[config.mk]
export PLATFORM = sky130hd
export DESIGN_NAME = frame_allocator_fit_policies_core
export DESIGN_NICKNAME = d
export VERILOG_FILES = /design/src/rtl/core/fa_pkg.sv /design/src/rtl/core/fa_owner_ram.sv /design/src/rtl/core/fa_seq.sv /design/src/rtl/core/frame_allocator_fit_policies_core.sv
export SDC_FILE = /design/constraint.sdc
export NUM_CORES = 2
export LEC_CHECK = 0
export BUFFER_PORTS_ARGS = -buffer_cell sky130_fd_sc_hd__buf_4
export CELL_PAD_IN_SITES_DETAIL_PLACEMENT = 1
export CELL_PAD_IN_SITES_GLOBAL_PLACEMENT = 1
export CORE_ASPECT_RATIO = 0.8
export CORE_MARGIN = 1
export CORE_UTILIZATION = 56
export DETAILED_ROUTE_END_ITERATION = 10
export PLACE_DENSITY = 0.85
export REMOVE_ABC_BUFFERS = 1
export SLEW_MARGIN = 20
export SYNTH_ARGS = -nofsm -noshare
export SYNTH_HDL_FRONTEND = slang
export SYNTH_SLANG_ARGS = --single-unit
[constraint.sdc]
create_clock -name aclk -period 16.1 [get_ports aclk]
set_input_delay 0.805 -clock aclk [delete_from_list [all_inputs] [get_ports aclk]]
set_output_delay 0.805 -clock aclk [all_outputs]
set_load 0.005 [all_outputs]
[src/rtl/core/fa_pkg.sv]
// ----------------------------------------------------------------------------
// fa_pkg: shared types and constants for the frame allocator
// Frame count, owner width, opcodes, policy and status codes, FSM states.
// ----------------------------------------------------------------------------
package fa_pkg;

    localparam int NUM_FRAMES = 256;
    localparam int MAX_OWNERS = 26;
    localparam int AW = $clog2(NUM_FRAMES);
    localparam int CW = AW + 1;
    localparam int OW = 5;

    typedef enum logic [1:0] {
        OP_ALLOC = 2'd0,
        OP_FREE  = 2'd1,
        OP_COMPACT = 2'd2,
        OP_NONE  = 2'd3
    } op_t;

    typedef enum logic [1:0] {
        POL_NEXT  = 2'd0,
        POL_BEST  = 2'd1,
        POL_WORST = 2'd2,
        POL_FILL  = 2'd3
    } policy_t;

    typedef enum logic [1:0] {
        ST_DONE   = 2'd0,
        ST_NO_RUN = 2'd1,
        ST_NO_MEM = 2'd2,
        ST_RSVD   = 2'd3
    } status_t;

    typedef enum logic [2:0] {
        S_IDLE,
        S_SCAN,
        S_SCAN2,
        S_WRITE,
        S_DONE
    } state_t;

    // memory access request from the sequencer
    typedef struct packed {
        logic          rd_en;
        logic [AW-1:0] rd_addr;
        logic          wr_en;
        logic [AW-1:0] wr_addr;
        logic [OW-1:0] wr_data;
    } mem_req_t;

endpackage

[src/rtl/core/fa_owner_ram.sv]
// ----------------------------------------------------------------------------
// fa_owner_ram: owner map storage
// One write port, one registered read port; reset sweep done by sequencer.
// ----------------------------------------------------------------------------
module fa_owner_ram
    import fa_pkg::*;
(
    input  logic            aclk,
    input  mem_req_t        req,
    output logic [OW-1:0]   rd_data
);

    logic [OW-1:0] mem [NUM_FRAMES];
    logic [OW-1:0] rd_data_reg;

    always_ff @(posedge aclk) begin
        if (req.wr_en) begin
            mem[req.wr_addr] <= req.wr_data;
        end
        if (req.rd_en) begin
            rd_data_reg <= mem[req.rd_addr];
        end
    end

    assign rd_data = rd_data_reg;

endmodule

[src/rtl/core/fa_seq.sv]
// ----------------------------------------------------------------------------
// fa_seq: operation sequencer
// Walks the owner map one frame per cycle: scans for runs, then writes, or makes one read-modify-write pass.
// ----------------------------------------------------------------------------
module fa_seq
    import fa_pkg::*;
(
    input  logic            aclk,
    input  logic            aresetn,
    input  logic [1:0]      policy,
    input  logic            start,
    input  logic [1:0]      op,
    input  logic [OW-1:0]   owner_id,
    input  logic [8:0]      alloc_size,
    output logic            busy,
    output logic            done,
    input  logic            done_ack,
    output logic [1:0]      status,
    output logic [8:0]      frames_changed,
    output logic [8:0]      frames_free,
    output mem_req_t        req,
    input  logic [OW-1:0]   rd_data
);

    state_t state_reg, state_next;
    // address of the read issued last cycle (data valid now)
    logic [CW-1:0] rp_reg, rp_next;          // issue pointer
    logic          rv_reg, rv_next;          // read in flight
    logic [AW-1:0] ra_reg, ra_next;          // address of in-flight read
    logic [CW-1:0] wp_reg, wp_next;          // compaction write pointer
    logic [CW-1:0] free_reg, free_next;      // free frame count
    logic [AW-1:0] cur_reg, cur_next;        // next fit cursor
    logic          init_reg, init_next;      // reset clear sweep
    logic [CW-1:0] ip_reg, ip_next;
    logic [1:0]    op_reg, op_next;
    logic [OW-1:0] own_reg, own_next;
    logic [8:0]    size_reg, size_next;
    logic [AW-1:0] rs_reg, rs_next;          // current run start
    logic [CW-1:0] rl_reg, rl_next;          // current run length
    logic          fnd_reg, fnd_next;
    logic [AW-1:0] at_reg, at_next;
    logic [CW-1:0] pl_reg, pl_next;          // picked length
    logic [CW-1:0] left_reg, left_next;
    logic [1:0]    st_reg, st_next;
    logic [8:0]    chg_reg, chg_next;
    logic [CW-1:0] lim_reg, lim_next;        // scan end for both passes, all policies

    logic          fr;
    logic [CW-1:0] rl_inc;
    logic          run_end;
    logic          better;

    always_ff @(posedge aclk) begin
        if (!aresetn) begin
            state_reg <= S_IDLE;
            rv_reg    <= 1'b0;
            free_reg  <= CW'(NUM_FRAMES);
            cur_reg   <= '0;
            init_reg  <= 1'b1;
            ip_reg    <= '0;
        end else begin
            state_reg <= state_next;
            rv_reg    <= rv_next;
            free_reg  <= free_next;
            cur_reg   <= cur_next;
            init_reg  <= init_next;
            ip_reg    <= ip_next;
        end
        rp_reg <= rp_next;  ra_reg <= ra_next;  wp_reg <= wp_next;
        op_reg <= op_next;  own_reg <= own_next; size_reg <= size_next;
        rs_reg <= rs_next;  rl_reg <= rl_next;  fnd_reg <= fnd_next;
        at_reg <= at_next;  pl_reg <= pl_next;  left_reg <= left_next;
        st_reg <= st_next;  chg_reg <= chg_next; lim_reg <= lim_next;
    end

    assign fr     = (rd_data == '0);
    assign rl_inc = rl_reg + CW'(1);

    always_comb begin
        state_next = state_reg;
        rp_next = rp_reg; rv_next = 1'b0; ra_next = ra_reg; wp_next = wp_reg;
        free_next = free_reg; cur_next = cur_reg; init_next = init_reg;
        ip_next = ip_reg; op_next = op_reg; own_next = own_reg;
        size_next = size_reg; rs_next = rs_reg; rl_next = rl_reg;
        fnd_next = fnd_reg; at_next = at_reg; pl_next = pl_reg;
        left_next = left_reg; st_next = st_reg; chg_next = chg_reg;
        lim_next = lim_reg;
        req = '0;
        run_end = 1'b0;
        better = 1'b0;

        unique case (state_reg)
            S_IDLE: begin
                if (init_reg) begin
                    req.wr_en   = 1'b1;
                    req.wr_addr = ip_reg[AW-1:0];
                    ip_next     = ip_reg + CW'(1);
                    if (ip_reg == CW'(NUM_FRAMES - 1)) begin
                        init_next = 1'b0;
                    end
                end else if (start) begin
                    op_next   = op;
                    own_next  = owner_id;
                    size_next = alloc_size;
                    st_next   = ST_DONE;
                    chg_next  = '0;
                    rl_next   = '0;
                    fnd_next  = 1'b0;
                    pl_next   = '0;
                    wp_next   = '0;
                    left_next = CW'(alloc_size);
                    rp_next   = '0;
                    lim_next  = CW'(NUM_FRAMES);
                    state_next = S_DONE;
                    unique case (op_t'(op))
                        OP_ALLOC: begin
                            if (alloc_size == '0 || owner_id == '0
                                || owner_id > OW'(MAX_OWNERS)) begin
                                state_next = S_DONE;
                            end else if (CW'(alloc_size) > free_reg) begin
                                st_next = ST_NO_MEM;
                            end else if (policy == POL_FILL) begin
                                state_next = S_WRITE;
                            end else begin
                                if (policy == POL_NEXT) begin
                                    rp_next = {1'b0, cur_reg};
                                end
                                state_next = S_SCAN;
                            end
                        end
                        OP_FREE: begin
                            if (owner_id != '0) begin
                                state_next = S_WRITE;
                            end
                        end
                        OP_COMPACT: state_next = S_WRITE;
                        OP_NONE:    state_next = S_DONE;
                        default:    state_next = S_DONE;
                    endcase
                end
            end

            // run search, one frame per cycle; S_SCAN2 is the wrapped pass
            S_SCAN, S_SCAN2: begin
                if (rp_reg < lim_reg && !(policy == POL_NEXT && fnd_reg)) begin
                    req.rd_en   = 1'b1;
                    req.rd_addr = rp_reg[AW-1:0];
                    ra_next     = rp_reg[AW-1:0];
                    rv_next     = 1'b1;
                    rp_next     = rp_reg + CW'(1);
                end
                if (rv_reg) begin
                    if (fr) begin
                        if (rl_reg == '0) rs_next = ra_reg;
                        rl_next = rl_inc;
                        if (policy == POL_NEXT && !fnd_reg && rl_inc >= CW'(size_reg)) begin
                            fnd_next = 1'b1;
                            at_next  = (rl_reg == '0) ? ra_reg : rs_reg;
                        end
                    end else begin
                        run_end = 1'b1;
                        rl_next = '0;
                    end
                end
                if (run_end && policy != POL_NEXT && rl_reg >= CW'(size_reg)) begin
                    better = !fnd_reg || ((policy == POL_WORST) ?
                             (rl_reg > pl_reg) : (rl_reg < pl_reg));
                    if (better) begin
                        fnd_next = 1'b1; pl_next = rl_reg; at_next = rs_reg;
                    end
                end
                if (!rv_reg && !req.rd_en) begin
                    // pass finished; close a run that reaches the top
                    if (policy != POL_NEXT && rl_reg >= CW'(size_reg)) begin
                        better = !fnd_reg || ((policy == POL_WORST) ?
                                 (rl_reg > pl_reg) : (rl_reg < pl_reg));
                        if (better) begin
                            fnd_next = 1'b1; pl_next = rl_reg; at_next = rs_reg;
                        end
                    end
                    if (policy != POL_NEXT && rl_reg >= CW'(size_reg)
                        && better) begin
                        state_next = S_WRITE;
                    end else if (fnd_reg) begin
                        state_next = S_WRITE;
                    end else if (policy == POL_NEXT && state_reg == S_SCAN) begin
                        state_next = S_SCAN2;
                    end else begin
                        st_next = ST_NO_RUN;
                        state_next = S_DONE;
                    end
                    // placement offset and the wrapped pass both start at zero
                    rp_next = '0;
                    rl_next = '0;
                    left_next = CW'(size_reg);
                end
            end

            S_WRITE: begin
                if (op_reg == OP_ALLOC && policy != POL_FILL) begin
                    // contiguous placement
                    req.wr_en   = 1'b1;
                    req.wr_addr = at_reg + AW'(rp_reg);
                    req.wr_data = own_reg;
                    rp_next = rp_reg + CW'(1);
                    if (rp_reg + CW'(1) == CW'(size_reg)) begin
                        cur_next   = at_reg + AW'(size_reg);
                        chg_next   = size_reg;
                        free_next  = free_reg - CW'(size_reg);
                        state_next = S_DONE;
                    end
                end else begin
                    // streaming read-modify-write pass over the map
                    if (rp_reg < CW'(NUM_FRAMES)) begin
                        req.rd_en   = 1'b1;
                        req.rd_addr = rp_reg[AW-1:0];
                        ra_next     = rp_reg[AW-1:0];
                        rv_next     = 1'b1;
                        rp_next     = rp_reg + CW'(1);
                    end
                    if (rv_reg) begin
                        priority if (op_reg == OP_ALLOC) begin
                            if (fr && left_reg != '0) begin
                                req.wr_en = 1'b1; req.wr_addr = ra_reg;
                                req.wr_data = own_reg;
                                left_next = left_reg - CW'(1);
                            end
                        end else if (op_reg == OP_FREE) begin
                            if (rd_data == own_reg) begin
                                req.wr_en = 1'b1; req.wr_addr = ra_reg;
                                chg_next = chg_reg + 9'd1;
                            end
                        end else begin
                            // compaction: write pointer always trails read
                            if (!fr) begin
                                if (wp_reg[AW-1:0] != ra_reg) begin
                                    req.wr_en = 1'b1;
                                    req.wr_addr = wp_reg[AW-1:0];
                                    req.wr_data = rd_data;
                                    chg_next = chg_reg + 9'd1;
                                end
                                wp_next = wp_reg + CW'(1);
                            end
                        end
                    end
                    if (!rv_reg && !req.rd_en) begin
                        if (op_reg == OP_ALLOC) begin
                            chg_next  = size_reg;
                            free_next = free_reg - CW'(size_reg);
                            state_next = S_DONE;
                        end else if (op_reg == OP_FREE) begin
                            free_next = free_reg + CW'(chg_reg);
                            state_next = S_DONE;
                        end else begin
                            // clear the tail above the packed frames
                            if (wp_reg < CW'(NUM_FRAMES)) begin
                                req.wr_en = 1'b1;
                                req.wr_addr = wp_reg[AW-1:0];
                                wp_next = wp_reg + CW'(1);
                            end else begin
                                state_next = S_DONE;
                            end
                        end
                    end
                end
            end

            S_DONE: begin
                if (done_ack) state_next = S_IDLE;
            end

            default: state_next = S_IDLE;
        endcase
    end

    assign busy           = (state_reg != S_IDLE) || init_reg;
    assign done           = (state_reg == S_DONE);
    assign status         = st_reg;
    assign frames_changed = chg_reg;
    assign frames_free    = free_reg[8:0];

endmodule

[src/rtl/core/frame_allocator_fit_policies_core.sv]
// ----------------------------------------------------------------------------
// frame_allocator_fit_policies_core: contiguous frame allocator
// Owner map of 256 frames with next/best/worst fit and lowest-free fill.
// ----------------------------------------------------------------------------
// One item is handled at a time, one frame per cycle through the owner RAM
// port. After reset a clearing pass over all 256 frames runs before the first
// item is taken. Allocate with a contiguous policy scans the map (next fit may
// add a wrapped second pass) and then writes the run; lowest-free fill, free
// and compact make one read-modify-write pass, compact then clearing the tail.
// Rejected requests skip both. The result is held in an output register until taken.
module frame_allocator_fit_policies_core
    import fa_pkg::*;
(
    input  logic        aclk,
    input  logic        aresetn,
    input  logic        cfg_valid,
    output logic        cfg_ready,
    input  logic [1:0]  cfg_data,      // fit_policy
    input  logic        s_tvalid,
    output logic        s_tready,
    input  logic [15:0] s_tdata,       // op[1:0], owner_id[6:2], alloc_size[15:7]
    output logic        m_tvalid,
    input  logic        m_tready,
    output logic [23:0] m_tdata        // status[1:0], frames_changed[10:2], frames_free[19:11]
);

    logic [1:0]    policy_reg;
    logic          busy, done;
    logic [1:0]    status;
    logic [8:0]    changed, free_cnt;
    mem_req_t      req;
    logic [OW-1:0] rd_data;

    always_ff @(posedge aclk) begin
        if (!aresetn) begin
            policy_reg <= '0;
        end else if (cfg_valid) begin
            policy_reg <= cfg_data;
        end
    end

    assign cfg_ready = 1'b1;
    assign s_tready  = !busy;
    assign m_tvalid  = done;
    assign m_tdata   = {4'd0, free_cnt, changed, status};

    fa_seq u_seq (
        .aclk, .aresetn,
        .policy(policy_reg),
        .start(s_tvalid),
        .op(s_tdata[1:0]),
        .owner_id(s_tdata[6:2]),
        .alloc_size(s_tdata[15:7]),
        .busy, .done,
        .done_ack(m_tready),
        .status,
        .frames_changed(changed),
        .frames_free(free_cnt),
        .req,
        .rd_data
    );

    fa_owner_ram u_ram (
        .aclk,
        .req,
        .rd_data
    );

endmodule

# ---- Word-level counts from Yosys, hierarchy flattened
# Memory sizes are Yosys's and may differ from the RTL's. A register that Yosys moved wholly into a read port is not among the register bits.
# Cells that the tools add are included.
dict set report totals {
  reg_bits 130
  ramBits 1280
  in_bits 23
  out_inout_bits 27
  n_memories 1
}
dict set report op_classes {
  addsub 10
  order_cmp 8
  eq_ne 35
  muxes 150
  bitwise_logic 1
  n_reduce_logical 56
}
# name depth width read_ports rd_ports_with_merged_regs wr line
set mem_list {}
lappend mem_list {u_ram.mem 256 5 1 1 1 fa_owner_ram.sv:13} ;# logic [OW-1:0] mem [NUM_FRAMES];
# operator n
set op_table {}
lappend op_table {{two-way mux 9 bit} 64}
lappend op_table {{case mux 9 bit (2 select lines)} 6}
lappend op_table {{two-way mux 8 bit} 13}
lappend op_table {{two-way mux 14 bit} 6}
lappend op_table {{case mux 9 bit (3 select lines)} 2}
lappend op_table {{two-way mux 3 bit} 16}
lappend op_table {{adder 9 x 1 -> 9 bit (second input constant)} 5}
lappend op_table {{two-way mux 1 bit} 25}
lappend op_table {{case mux 3 bit (4 select lines)} 2}
lappend op_table {{two-way mux 2 bit} 10}
lappend op_table {{AND reduction 4 bit} 5}
lappend op_table {{greater-or-equal comparator 9 bit} 2}
lappend op_table {{> comparator 9 bit} 2}
lappend op_table {{logical NOT 9 bit} 2}
lappend op_table {{less-than comparator 9 bit (second input constant)} 2}
lappend op_table {{adder 8 bit} 2}
lappend op_table {{inequality test 2 bit (second input constant)} 8}
lappend op_table {{case mux 8 bit (2 select lines)} 1}
lappend op_table {{inequality test 2 x 1 -> 1 bit (second input constant)} 7}
lappend op_table {{AND reduction 7 bit} 2}
lappend op_table {{logical AND 1 bit} 13}
lappend op_table {{inequality test 3 x 1 -> 1 bit (second input constant)} 4}
lappend op_table {{AND reduction 3 bit} 4}
lappend op_table {{logical NOT 5 bit} 2}
lappend op_table {{other kinds (32)} 55}

# ---- Logic depth before layout (Yosys ltp)
dict set report logic_depth {
  ltp_word 14
  depth_mapped 15
  mapped_depth_nobuf 12
}

# ---- By module
# From an unflattened synthesis, not the netlist that was laid out.
dict set report unflattened {
  cells_unflattened 3504
  area_unflattened_um2 59639.7
}
# module instances cells_each area_each_um2 seq_area_each_um2
set by_module_without_submodules {}
lappend by_module_without_submodules {fa_owner_ram 1 2497 50334.5 38587.0}
lappend by_module_without_submodules {fa_seq 1 993 9183.8 3533.4}
lappend by_module_without_submodules {frame_allocator_fit_policies_core 1 14 121.4 40.0}

# ---- Least setup slack after synthesis
# No wires, ideal clock.
dict set report synth_path {
  kind {register to register}
  startpoint {reg u_ram.rd_data_reg[1] (netlist: u_ram.rd_data[1]) (read register of u_ram.mem)}
  endpoint {mem u_ram.mem[0][0] (data pin)}
  arrival_ns 4.711
  setup_slack_ns 10.525
  path_stages_with_launch 6
  synth_period_minus_slack_ns 5.575
  cell_sequence {edfxtp_1 or4_1 a211oi_2 nand4_1 nand2_1 a22o_1}
}
# item line
set synth_rtl {}
lappend synth_rtl {{start: declaration} fa_owner_ram.sv:14} ;# logic [OW-1:0] rd_data_reg;
lappend synth_rtl {{end: declaration} fa_owner_ram.sv:13}

# ---- Worst setup path in the final report
dict set report layout_path {
  startpoint {reg u_seq.state_reg[0]}
  endpoint {reg u_ram.rd_data_reg[3] (netlist: u_ram.rd_data[3]) (read register of u_ram.mem) (data pin)}
}
dict set report layout_via {
  elab_chain_len 3
  word_cells_on_any_way 5
  cone_classes {eq/ne (3); mux (1); reduce/logical (1)}
}
# item line
set layout_lines {}
lappend layout_lines {{start: declaration} fa_seq.sv:25} ;# state_t state_reg, state_next;
lappend layout_lines {{start signal: assignment} fa_seq.sv:62} ;# state_reg <= state_next;
lappend layout_lines {{== test 3 x 2 -> 1 bit / == test 3 x 1 -> 1 bit (equally long branches)} fa_seq.sv:92} ;# unique case (state_reg)
lappend layout_lines {{OR reduction 2 bit} fa_seq.sv:92}
lappend layout_lines {{case mux 9 bit (2 select lines) (*)} fa_seq.sv:92}
# Every way passes the cells marked *; elsewhere a longest branch is shown, timed or not.
# A chain may end at the register's enable or synchronous reset.

==> flow_metrics.env <==
export IMPL_run_status="finished, final reports clean"
export IMPL_first_pass_iters=6
export IMPL_area_delta_synth_final_pct=9.72
export IMPL_start_util_pct=56.6
export IMPL_setup_violations=0
export IMPL_gp_congestion=0.939
export IMPL_cts_tree="built"
export IMPL_clk_latency_ns=0.80
export IMPL_clockBufferDepth=3
export IMPL_synth_area_per_cell_sq_um=13.1
export IMPL_tightest_slew_ns=1.18
export IMPL_p_leak_nw=21.2
export IMPL_grt_overflow=0
export IMPL_routed_via_count=43600
export IMPL_die_y_microns=299
export IMPL_ys_ff_latch=1415
export IMPL_regMostFlops="u_ram.mem"
export IMPL_clkTransAtPathRegs_ns=0.07
export IMPL_placedCellCount=5924
export IMPL_synth_edff_count=1382
export IMPL_required_ns=16.58
export IMPL_cts_resized=0
export IMPL_total_power_mw=10.4
export IMPL_critPathArrivalTime_ns=7.47
export IMPL_fmax_mhz=143
export IMPL_fin_crit_ns=6.98
export IMPL_fill_cells=10100
export IMPL_cp_max_fo=68
export IMPL_grt_max_degree=143
export IMPL_end_kind="register"
export IMPL_syn_inst=4686
export IMPL_io_pins=50
export IMPL_hold_ws_ns=0.252
export IMPL_synth_seq_area_share_pct=68.4
export IMPL_path_class="reg -> reg"
export IMPL_drtAntennaViolNets=0
export IMPL_drt_iter0_markers=6510
export IMPL_layout_cells_non_filler=6176
export IMPL_core_sq_um=109000
export IMPL_antenna_found_initial=7
export IMPL_clock_sinks=1415
export IMPL_min_path_type="in -> reg"
export IMPL_startpoint_type="register"
export IMPL_layout_nets=4739
export IMPL_cts_root_buffer="clkbuf_16"
export IMPL_cts_buffers=139
export IMPL_fin_worst_skew_ns=0.0322
export IMPL_drive_above_1_share_pct=8.79
export IMPL_grt_pass1_vias=43700
export IMPL_wirelength_microns=202000
export IMPL_synthesis_area_sq_um=61600
export IMPL_cts_hold_buf=0
export IMPL_async_flop_share_pct=0
export IMPL_wire_per_inst_microns=32.8
export IMPL_grt_total_usage_pct=35.7
export IMPL_grt_pass1_wl_microns=294000
export IMPL_cts_setup_buffers=0
export IMPL_place_ws_ns=9.57
export IMPL_vias_per_cell=7.06
export IMPL_ys_warn_count=0
export IMPL_core_rowCount=108
export IMPL_vdd_drop_max_uv=147
export IMPL_finalCritPeriodShare_pct=43.4
export IMPL_dpl_hpwl_microns=121000
export IMPL_htree_num_levels=4
export IMPL_drc=0
export IMPL_finalHoldViolCount=0
export IMPL_synth_flop_cell="edfxtp_1"
export IMPL_power_density_nw_per_um2=154
export IMPL_maxCapViolations=0
export IMPL_numPortBuffers=44
export IMPL_yosysUniqueCellTypes=93
export IMPL_rsz0062_at_grt="no"
export IMPL_largest_register_ffs=1280
export IMPL_fin_setup_tns_ns=0
export IMPL_maxSlewHeadroom_pct=21.5
export IMPL_die_x_microns=373
export IMPL_dieArea_sq_um=111000
export IMPL_slew_violations=0
export IMPL_setup_ws_ns=9.12
cell usage after synthesis, drive strengths merged (68+ instances only):
master	n	area (sq um)
o21ai	111	563
nand2	648	2430
inv	84	315
buf	166	820
o211ai	122	916
mux2i	229	2290
a211oi	134	1040
nor2	360	1350
a31oi	68	425
a21oi	218	1100
nand3	149	766
clkbuf	151	567
edfxtp	1382	41500
ha	75	938
critical path, cell delays in order (launching register included):
cell	delay [ns]
dfxtp_1	0.91
and3b_1	0.67
nand4_1	0.37
buf_4	0.33
nand2_4	0.70
buf_4	0.73
buf_4	0.76
mux2i_1	0.31
a211o_1	0.17
nor4b_1	0.07
or4_1	0.66
o211ai_1	0.52
o2111ai_1	0.23
layer usage:
metal | vias up | global-route usage [%] | share of wire, %
met1 | 21900 | 48.5 | 37
met3 | 608 | 8.63 | 12
met2 | 3350 | 55.8 | 46
li1 | 17700 | - | -
met5 | - | 0 | 0.010
met4 | 4 | 14.1 | 4.2
cell type report:
cell class                      instances  area (sq um)  share of cell area (%)
Antenna cell                            2          5.00                 0.00741
Clock buffer                          171          3630                    5.37
Clock inverter                         77           747                    1.11
Inverter                               88           330                   0.489
Multi-Input combinational cell       2869         17900                    26.5
Sequential cell                      1415         42200                    62.4
Tap cell                             1430          1790                    2.65
Timing Repair Buffer                  124          1000                    1.49
cells by family (layout without fill, tap and decap cells):
logic type | count (synthesis) | count (layout) | share of synthesized area (%)
compound gates | 977 | 977 | 10.9
fa+ha+maj | 79 | 79 | 1.65
buf+inv | 405 | 460 | 2.79
other cells | 2 | 7 | 0.0122
xor+xnor | 86 | 86 | 1.25
flops | 1415 | 1415 | 68.4
simple gates | 1455 | 1455 | 10.5
mux | 267 | 267 | 4.42
final timing paths:
path | start | end | slack, ns | depth (start not counted)
setup / recovery | u_seq.state_reg[0] | u_ram.rd_data[3] | 9.12 | 12
hold / removal | s_tdata[5] | u_seq.own_reg[3] | 0.25 | 1
setup reg to reg | u_seq.state_reg[0] | u_ram.rd_data[3] | 9.12 | 12
hold reg to reg | u_seq.cur_reg[6] | u_seq.cur_reg[6] | 0.50 | 2
where the power goes:
| part | leakage [nW] | switching [mW] | total, mW | internal, mW |
|---|---|---|---|---|
| combinational | 8.51 | 2.01 | 2.83 | 0.820 |
| clock | 2.13 | 1.47 | 3.25 | 1.78 |
| sequential | 10.6 | 0.150 | 4.32 | 4.17 |
layout by cell type, fill, tap and decap left out, types with 39 or more instances in the layout:
cell and count:
o211ai_1 122, edfxtp_1 1382, a31oi_1 68, nand2_1 641, xnor2_1 46, inv_1 83
a21oi_1 213, and3_1 50, nor2b_1 49, nor3_1 48, mux2i_1 229, o31ai_1 39
clkbuf_16 140, nand3_1 145, nor4_1 49, nor2_1 357, a211oi_1 129, buf_4 118
ha_1 75, o21ai_0 100, xor2_1 39
through the flow:
step | util (%) | instance area (sq um)
2_1_floorplan | - | 60200
3_3_place_gp | 58.0 | 63100
3_5_place_dp | 58.0 | 63100
4_1_cts | 62.1 | 67500
5_1_grt | 62.1 | 67600
6_report | 62.1 | 67600
(Power assumes the default switching activity.)
